[src/rtl/urbfc_pkg.sv]
// ----------------------------------------------------------------------------
// urbfc_pkg: shared types and constants for the UART ring buffers
// Ring depths, pointer widths, operation and register codes, beat structs.
// ----------------------------------------------------------------------------
package urbfc_pkg;

	localparam int RX_DEPTH = 256;
	localparam int TX_DEPTH = 256;

	localparam int RX_PTR_W = $clog2(RX_DEPTH);
	localparam int TX_PTR_W = $clog2(TX_DEPTH);

	// width for comparing free receive space against the 8-bit mark
	localparam int RX_CMP_W = (RX_PTR_W > 8) ? RX_PTR_W : 8;

	// operation codes
	localparam logic [2:0] OP_RX_BYTE = 3'd0;
	localparam logic [2:0] OP_READ    = 3'd1;
	localparam logic [2:0] OP_PUT     = 3'd2;
	localparam logic [2:0] OP_TX_RDY  = 3'd3;
	localparam logic [2:0] OP_CLEAR   = 3'd4;

	// configuration register indexes
	localparam int          CFG_IDX_W     = 1;
	localparam logic [0:0]  REG_FLOW_EN   = 1'b0;
	localparam logic [0:0]  REG_LOW_WATER = 1'b1;
	localparam logic [7:0]  LOW_WATER_RST = 8'd16;

	typedef struct packed {
		logic [2:0] operation;
		logic [7:0] data_byte;
		logic       cts_blocked;
	} item_in_t;

	typedef struct packed {
		logic [7:0] read_byte;
		logic       read_valid;
		logic [7:0] line_byte;
		logic       line_valid;
		logic       put_accepted;
		logic       rx_dropped;
		logic       rts_asserted;
		logic       tx_complete;
		logic       tx_enabled;
		logic [7:0] rx_level;
		logic       tx_space_available;
	} item_out_t;

	function automatic logic [RX_PTR_W-1:0] rx_next(input logic [RX_PTR_W-1:0] p);
		logic [RX_PTR_W-1:0] n;
		if (p == RX_PTR_W'(RX_DEPTH - 1)) begin
			n = '0;
		end else begin
			n = p + RX_PTR_W'(1);
		end
		return n;
	endfunction

	function automatic logic [TX_PTR_W-1:0] tx_next(input logic [TX_PTR_W-1:0] p);
		logic [TX_PTR_W-1:0] n;
		if (p == TX_PTR_W'(TX_DEPTH - 1)) begin
			n = '0;
		end else begin
			n = p + TX_PTR_W'(1);
		end
		return n;
	endfunction

	// bytes held between read and write pointer, wrapping at RX_DEPTH
	function automatic logic [RX_PTR_W-1:0] rx_used(input logic [RX_PTR_W-1:0] wp,
	                                                input logic [RX_PTR_W-1:0] rp);
		logic [RX_PTR_W:0] t;
		t = {1'b0, wp} - {1'b0, rp};
		if (wp < rp) begin
			t = t + (RX_PTR_W+1)'(RX_DEPTH);
		end
		return t[RX_PTR_W-1:0];
	endfunction

endpackage

[src/rtl/uart_ring_buffers_flow_control.sv]
// ----------------------------------------------------------------------------
// uart_ring_buffers_flow_control: UART receive and transmit rings with RTS/CTS
// Two byte rings in block memory, pointer bookkeeping and flow-control flags.
// ----------------------------------------------------------------------------
// Each input beat carries one operation: store a line byte, read the oldest
// received byte, queue a byte for sending, service the transmitter, or clear
// both rings. Each ring keeps one slot free, so it holds up to depth minus one
// bytes. The block takes one beat per clock cycle while in_stall is low; each
// result beat passes through stage 1, which waits for the synchronous read
// port of the ring memories, and then the output register. Pointers, RTS and
// the transmit enable are updated at the accepting edge, so a following beat
// always sees them current; a byte returned by a read or a send was always
// written at an earlier edge than the one that reads it.
// Configuration writes are always taken (cfg_ready is tied high) and should be
// issued only while no beat is in flight.
// ----------------------------------------------------------------------------
module uart_ring_buffers_flow_control (
	input  logic                           clk,
	input  logic                           arst_n,
	input  logic                           in_valid,
	output logic                           in_stall,
	input  urbfc_pkg::item_in_t            in_data,
	output logic                           out_valid,
	input  logic                           out_stall,
	output urbfc_pkg::item_out_t           out_data,
	input  logic                           cfg_valid,
	output logic                           cfg_ready,
	input  logic [urbfc_pkg::CFG_IDX_W-1:0] cfg_index,
	input  logic [7:0]                     cfg_data
);

	import urbfc_pkg::*;

	// ring pointers and flags
	logic [RX_PTR_W-1:0] rx_wp_q, rx_rp_q, rx_wp_d, rx_rp_d;
	logic [TX_PTR_W-1:0] tx_wp_q, tx_rp_q, tx_wp_d, tx_rp_d;
	logic                rts_q, rts_d;
	logic                tx_en_q, tx_en_d;

	// configuration
	logic                flow_en_q;
	logic [7:0]          low_water_q;

	// memory controls
	logic                rx_we, tx_we;
	logic [7:0]          rx_rdata, tx_rdata;
	logic [RX_PTR_W-1:0] rx_free;

	// stage 1 waits for the read data, then the output register
	logic                valid_s1;
	item_out_t           res_d, res_s1;
	item_out_t           res_out;
	logic                out_valid_q;
	item_out_t           out_data_q;

	logic                in_accept;
	logic                s1_move;

	// move stage 1 on whenever the output register is free or being taken
	assign s1_move   = valid_s1 && (!out_valid_q || !out_stall);
	assign in_stall  = valid_s1 && out_valid_q && out_stall;
	assign in_accept = in_valid && !in_stall;
	assign cfg_ready = 1'b1;

	// per-operation update of pointers and flags
	always_comb begin
		rx_wp_d = rx_wp_q;
		rx_rp_d = rx_rp_q;
		tx_wp_d = tx_wp_q;
		tx_rp_d = tx_rp_q;
		rts_d   = rts_q;
		tx_en_d = tx_en_q;
		rx_we   = 1'b0;
		tx_we   = 1'b0;
		res_d   = '0;
		rx_free = '0;
		unique case (in_data.operation)
			OP_RX_BYTE: begin
				if (rx_next(rx_wp_q) != rx_rp_q) begin
					rx_we   = 1'b1;
					rx_wp_d = rx_next(rx_wp_q);
				end else begin
					res_d.rx_dropped = 1'b1;
				end
				// low-water test runs even when the byte is dropped
				rx_free = RX_PTR_W'(RX_DEPTH - 1) - rx_used(rx_wp_d, rx_rp_q);
				if (flow_en_q && (RX_CMP_W'(rx_free) <= RX_CMP_W'(low_water_q))) begin
					rts_d = 1'b0;
				end
			end
			OP_READ: begin
				if (rx_wp_q == rx_rp_q) begin
					if (flow_en_q) begin
						rts_d = 1'b1;
					end
				end else begin
					res_d.read_valid = 1'b1;
					rx_rp_d          = rx_next(rx_rp_q);
				end
			end
			OP_PUT: begin
				if (tx_next(tx_wp_q) != tx_rp_q) begin
					tx_we              = 1'b1;
					tx_wp_d            = tx_next(tx_wp_q);
					tx_en_d            = 1'b1;
					res_d.put_accepted = 1'b1;
				end
			end
			OP_TX_RDY: begin
				if (tx_en_q) begin
					if (tx_wp_q == tx_rp_q) begin
						tx_en_d           = 1'b0;
						res_d.tx_complete = 1'b1;
					end else if (flow_en_q && in_data.cts_blocked) begin
						// hold off: keep the pointers, stop servicing
						tx_en_d = 1'b0;
					end else begin
						res_d.line_valid = 1'b1;
						tx_rp_d          = tx_next(tx_rp_q);
					end
				end
			end
			OP_CLEAR: begin
				rx_wp_d = '0;
				rx_rp_d = '0;
				tx_wp_d = '0;
				tx_rp_d = '0;
			end
			default: begin
			end
		endcase
		res_d.rts_asserted       = rts_d;
		res_d.tx_enabled         = tx_en_d;
		res_d.rx_level           = 8'(rx_used(rx_wp_d, rx_rp_d));
		res_d.tx_space_available = (tx_next(tx_wp_d) != tx_rp_d);
	end

	// receive ring: written at the write pointer, read at the read pointer
	urbfc_ram #(
		.DEPTH(RX_DEPTH),
		.WIDTH(8)
	) u_rx_ram (
		.clk  (clk),
		.we   (rx_we && in_accept),
		.waddr(rx_wp_q),
		.wdata(in_data.data_byte),
		.re   (in_accept),
		.raddr(rx_rp_q),
		.rdata(rx_rdata)
	);

	// transmit ring
	urbfc_ram #(
		.DEPTH(TX_DEPTH),
		.WIDTH(8)
	) u_tx_ram (
		.clk  (clk),
		.we   (tx_we && in_accept),
		.waddr(tx_wp_q),
		.wdata(in_data.data_byte),
		.re   (in_accept),
		.raddr(tx_rp_q),
		.rdata(tx_rdata)
	);

	// control state, updated on accepted beats and configuration writes
	always_ff @(posedge clk or negedge arst_n) begin
		if (!arst_n) begin
			rx_wp_q     <= '0;
			rx_rp_q     <= '0;
			tx_wp_q     <= '0;
			tx_rp_q     <= '0;
			rts_q       <= 1'b1;
			tx_en_q     <= 1'b0;
			flow_en_q   <= 1'b0;
			low_water_q <= LOW_WATER_RST;
			valid_s1    <= 1'b0;
			out_valid_q <= 1'b0;
		end else begin
			if (in_accept) begin
				rx_wp_q <= rx_wp_d;
				rx_rp_q <= rx_rp_d;
				tx_wp_q <= tx_wp_d;
				tx_rp_q <= tx_rp_d;
				rts_q   <= rts_d;
				tx_en_q <= tx_en_d;
			end
			if (cfg_valid && cfg_ready) begin
				unique case (cfg_index)
					REG_FLOW_EN:   flow_en_q   <= cfg_data[0];
					REG_LOW_WATER: low_water_q <= cfg_data;
					default: begin
					end
				endcase
			end
			// stage 1 occupancy
			if (in_accept) begin
				valid_s1 <= 1'b1;
			end else if (s1_move) begin
				valid_s1 <= 1'b0;
			end
			// output register occupancy
			if (s1_move) begin
				out_valid_q <= 1'b1;
			end else if (!out_stall) begin
				out_valid_q <= 1'b0;
			end
		end
	end

	// merge the ring bytes into the stage 1 result
	always_comb begin
		res_out           = res_s1;
		res_out.read_byte = res_s1.read_valid ? rx_rdata : 8'd0;
		res_out.line_byte = res_s1.line_valid ? tx_rdata : 8'd0;
	end

	// payload registers
	always_ff @(posedge clk) begin
		if (in_accept) begin
			res_s1 <= res_d;
		end
		if (s1_move) begin
			out_data_q <= res_out;
		end
	end

	assign out_valid = out_valid_q;
	assign out_data  = out_data_q;

endmodule

[src/rtl/urbfc_ram.sv]
// ----------------------------------------------------------------------------
// urbfc_ram: simple dual-port byte store
// One write port, one read port with enable; read data registered.
// ----------------------------------------------------------------------------
module urbfc_ram #(
	parameter int DEPTH = 256,
	parameter int WIDTH = 8
) (
	input  logic                     clk,
	input  logic                     we,
	input  logic [$clog2(DEPTH)-1:0] waddr,
	input  logic [WIDTH-1:0]         wdata,
	input  logic                     re,
	input  logic [$clog2(DEPTH)-1:0] raddr,
	output logic [WIDTH-1:0]         rdata
);

	logic [WIDTH-1:0] mem_q [DEPTH];

	always_ff @(posedge clk) begin
		if (we) begin
			mem_q[waddr] <= wdata;
		end
	end

	// hold read data while no read is issued
	always_ff @(posedge clk) begin
		if (re) begin
			rdata <= mem_q[raddr];
		end
	end

endmodule

[config.mk]
export PLATFORM = sky130hd
export DESIGN_NAME = uart_ring_buffers_flow_control
export DESIGN_NICKNAME = d
export VERILOG_FILES = /design/src/rtl/urbfc_pkg.sv /design/src/rtl/uart_ring_buffers_flow_control.sv /design/src/rtl/urbfc_ram.sv
export SDC_FILE = /design/constraint.sdc
export NUM_CORES = 2
export LEC_CHECK = 0
export BUFFER_PORTS_ARGS = -buffer_cell sky130_fd_sc_hd__buf_2
export CORE_MARGIN = 8
export CORE_UTILIZATION = 45
export CTS_CLUSTER_DIAMETER = 150
export DETAILED_ROUTE_END_ITERATION = 10
export PLACE_DENSITY = 0.6
export SLEW_MARGIN = 25
export SYNTH_ARGS = -nofsm -noshare
export SYNTH_HDL_FRONTEND = slang
export SYNTH_SLANG_ARGS = --single-unit
[constraint.sdc]
create_clock -name clk -period 6.12 [get_ports clk]
set_input_delay 0.918 -clock clk [delete_from_list [all_inputs] [get_ports clk]]
set_output_delay 0.918 -clock clk [all_outputs]
set_load 0.05 [all_outputs]
==> run summary <==
Summed over its instances, the top area cell type makes up 75.9% of the synthesized netlist area. The logs give 0 for the count of yosys warnings during synthesis and 6710 ps for the required time of the critical path. Finished layout cell area: 185000 sq um. Yosys mapped a number of flops with a built-in enable equal to 4160. The type of destination of the critical path is a flip-flop. Library cell with the largest summed area after synthesis: sky130_fd_sc_hd__edfxtp_1. Post-CTS repair changed the size of 0 cells. After synthesis the netlist holds a flip-flop and latch count of 4205. The starting utilization of the core area was 45.1%. For this design the ratio of total power to cell area is 377 nW/um^2. Detailed placement ended at an HPWL of 243 mm. The tools report the launch point of the worst reg-to-reg path as rx_wp_q[0]$_DFFE_PN0P_. The total wire length after detailed routing is 409 mm, and the detail-routed via count per cell is 6.06. STA classifies the critical path startpoint as a flip-flop.

In this run the worst path has a maximum fanout of 16. The vertical die dimension works out to 621 um. IR analysis of the VDD net gives a maximum drop of 0.309 mV. The worst reg-to-reg setup slack was 450 ps; the number of filler instances in the final layout was 28300. The horizontal die dimension came out at 621 um.

Global routing used 21.0% of the available tracks across all layers. CTS placed an instance of sky130_fd_sc_hd__clkbuf_16 at the clock tree root. The flow ran to the end, and the final reports show no timing, DRC or antenna violations.

Entering global routing, the biggest net connects 195 pins. The number of hold violations in the final report was 0; the net count of the mapped netlist was 7253. After synthesis the cells add up to 165000 sq um.

Number of antenna violations at the first check in global routing: 41. The congestion estimate from routability-driven global placement came to 0.843. For this design the top-level I/O count stands at 61. The count of final setup violators is 0.

The critical path is of the flip-flop to flip-flop type. The clock passes through at most 4 buffers. Cell leakage power: 55.9 nW.

Latest clock arrival within the worst-skew pair: 960 ps. The area growth from synthesis to layout was 12.5%. The portion of the clock cycle consumed by the worst path in the final layout works out to 92.7%.

Sequential elements use 76.5% of the synthesized area. Summing all placed instances gives a cell area of 171000 sq um. Number of instances in the synthesized netlist: 7192. By area the synthesized netlist is led by sky130_fd_sc_hd__edfxtp_1 (76%), sky130_fd_sc_hd__mux4_2 (18%), sky130_fd_sc_hd__nor2_1 (1.2%), sky130_fd_sc_hd__dfrtp_1 (0.65%), sky130_fd_sc_hd__clkbuf_1 (0.56%).

Yosys instantiated no cell more often than sky130_fd_sc_hd__edfxtp_1. Counting flops with an async set or reset pin after synthesis yields a share of 1.07%. The post-layout total power was 69.9 mW.

Per-cell routed wire length: 32.4 um. Setup repair after global routing left no endpoint under its margin. Each instance of the synthesized netlist takes up on average 22.9 sq um. The first global-routing pass estimated 587 mm of wire.

The post-route clock skew is 42.6 ps, and the area of the core is 365000 sq um. The most used flip-flop cell after synthesis is sky130_fd_sc_hd__edfxtp_1. TritonCTS created 417 clock buffers.

Number of global-route vias before repair: 78100. The most critical setup path has its startpoint at rx_wp_q[0]$_DFFE_PN0P_. In the synthesized netlist, the cells that appear most often are sky130_fd_sc_hd__edfxtp_1 (4160), sky130_fd_sc_hd__mux4_2 (1350), sky130_fd_sc_hd__nor2_1 (548). The H-tree was split into 5 levels. The run gives 85 as the number of distinct library cells after synthesis.

The clock period could shrink to 5670 ps. The logs give 178 ps for the minimum hold slack and 76400 for the via total after detailed routing. The tools report the worst-case setup margin in the final layout as 448 ps. At the worst endpoint, the arrival time is 6260 ps. The tools report the number of maximum-capacitance constraint violations as 0. The clock input transition at the sequential cells of the worst setup and hold paths is 60 ps.

The first TritonRoute pass finished after 5 iterations. At the pin with the least slew margin, the transition time is 1360 ps. The logs give 0 for the buffer count from post-CTS setup fixing and 0 for the number of remaining DRC errors. Floorplan die area: 386000 sq um. Based on the critical path, the design can be clocked at up to 0.176 GHz. The final layout contains 7495 nets. During placement, the flow inserted port buffers numbering 59. OpenSTA, run right after detailed placement, puts the worst setup slack at 603 ps. The total global routing overflow is 0, and the proportion of layout cells with a drive suffix above 1 is 29.6%. CTS saw 4205 sinks.

Row generation in the floorplan step produced 222 rows. Total count of max-transition violations in the final report: 0. The first routing iteration left 9048 violations.

TritonCTS built the clock tree. The path type of the worst min-delay path was input pin to asynchronous set/reset pin. Tightest slew margin relative to the limit: 9.27%. The setup TNS is 0 ps, and the number of hold buffers added after cts is 0. The count of nets left with antenna violations once routing finished came out at 0.
-- stage by stage --
| stage | utilization (%) | instances |
|---|---|---|
| 2_1_floorplan | - | 7192 |
| 3_3_place_gp | 46.9 | 11800 |
| 3_5_place_dp | 47.0 | 11800 |
| 4_1_cts | 50.7 | 12600 |
| 5_1_grt | 50.7 | 12600 |
| 6_report | 50.7 | 12600 |
-- cells by family (layout without fill, tap and decap cells) --
| kind of cell | count (synthesis) | count (layout) | synth area share [%] |
|---|---|---|---|
| adders and majority gates | 35 | 35 | 0.275 |
| other | 1 | 16 | 0.00228 |
| DFF | 4205 | 4205 | 76.5 |
| AOI/OAI and AO/OA | 176 | 176 | 0.721 |
| xor gates and xnor gates | 53 | 53 | 0.282 |
| and+or+nand+nor | 860 | 860 | 2.24 |
| buffers and inverters | 476 | 1063 | 1.24 |
| muxes | 1386 | 1386 | 18.7 |
-- sequential cells by signal, summed over array words and instances, names as in the netlist --
name / count
u_tx_ram.rdata: 8
low_water_q: 8
u_tx_ram.mem_q: 2048
valid_s1: 1
out_data: 32
rx_rp_q: 8
u_rx_ram.rdata: 8
u_rx_ram.mem_q: 2048
out_valid: 1
rts_q: 1
tx_en_q: 1
tx_rp_q: 8
res_out: 16
rx_wp_q: 8
flow_en_q: 1
tx_wp_q: 8
-- worst paths after layout --
check / endpoint / cells past startpoint
max: u_rx_ram.mem_q[47][3]$_DFFE_PP_ / 12
min: rx_wp_q[0]$_DFFE_PN0P_ / 2
max reg2reg: u_rx_ram.mem_q[47][3]$_DFFE_PP_ / 12
min reg2reg: out_data[4]$_DFFE_PP_ / 0
max in group asynchronous: tx_rp_q[2]$_DFFE_PN0P_ / 2
min in group clk: low_water_q[4]$_DFFE_PN1P_ / 2
-- report_power, final --
part           switching (mW)  leakage [nW]  internal (mW)
Sequential              0.286          38.0           31.8
Combinational            6.57          11.3           5.53
Clock                    10.8          6.65           14.8
-- critical path, cell delays in order (launching register included) --
cell and delay (ps):
sky130_fd_sc_hd__dfrtp_1 550, sky130_fd_sc_hd__ha_1 480, sky130_fd_sc_hd__and3_1 260, sky130_fd_sc_hd__and3_1 240, sky130_fd_sc_hd__o21ai_0 100, sky130_fd_sc_hd__nand2_1 70, sky130_fd_sc_hd__o21ai_0 80, sky130_fd_sc_hd__o2111a_1 360
sky130_fd_sc_hd__buf_4 230, sky130_fd_sc_hd__nor3_2 490, sky130_fd_sc_hd__nor3b_1 830, sky130_fd_sc_hd__nand2_1 790, sky130_fd_sc_hd__nor2_1 810
-- placed cells by master (no fill, tap or decap), types with 16 or more instances in the layout --
cell,synthesis,routed
sky130_fd_sc_hd__nand2_2,0,21
sky130_fd_sc_hd__nor3_1,19,17
sky130_fd_sc_hd__bufinv_16,0,47
sky130_fd_sc_hd__and3_1,20,20
sky130_fd_sc_hd__buf_4,7,145
sky130_fd_sc_hd__mux2i_1,20,20
sky130_fd_sc_hd__clkinv_1,3,86
sky130_fd_sc_hd__o21ai_0,59,59
sky130_fd_sc_hd__ha_1,33,33
sky130_fd_sc_hd__clkbuf_16,0,425
sky130_fd_sc_hd__inv_1,43,41
sky130_fd_sc_hd__nand3_1,42,35
sky130_fd_sc_hd__mux4_2,1350,1350
sky130_fd_sc_hd__xnor2_1,37,37
sky130_fd_sc_hd__buf_12,0,42
sky130_fd_sc_hd__clkbuf_1,245,86
sky130_fd_sc_hd__clkinv_2,0,70
sky130_fd_sc_hd__nor2_1,548,538
sky130_fd_sc_hd__a21oi_1,44,44
sky130_fd_sc_hd__dfrtp_1,43,35
sky130_fd_sc_hd__edfxtp_1,4160,4160
sky130_fd_sc_hd__xor2_1,16,16
sky130_fd_sc_hd__buf_2,85,51
sky130_fd_sc_hd__nand2_1,134,110
sky130_fd_sc_hd__and2_1,28,28
-- routing by layer --
metal  vias to the layer above  wire [um]  global-route usage [%]
li1                      30900          -                       -
met1                     41600     174000                    31.0
met2                      3300     193000                    32.8
met3                       534      32100                    3.88
met4                         6      10400                    5.08
met5                         -         41                       0
-- cell type report --
| type | instances | area [sq um] | area share, % |
|---|---|---|---|
| tap | 4816 | 6030 | 3.25 |
| antenna | 15 | 37.5 | 0.0203 |
| sequential | 4205 | 126000 | 68.1 |
| timing repair buffer | 252 | 2450 | 1.32 |
| clock inverter | 244 | 2580 | 1.39 |
| clock buffer | 520 | 11100 | 5.98 |
| multi-input combinational | 2511 | 36800 | 19.8 |
| inverter | 47 | 191 | 0.103 |
(Power assumes the default switching activity.)
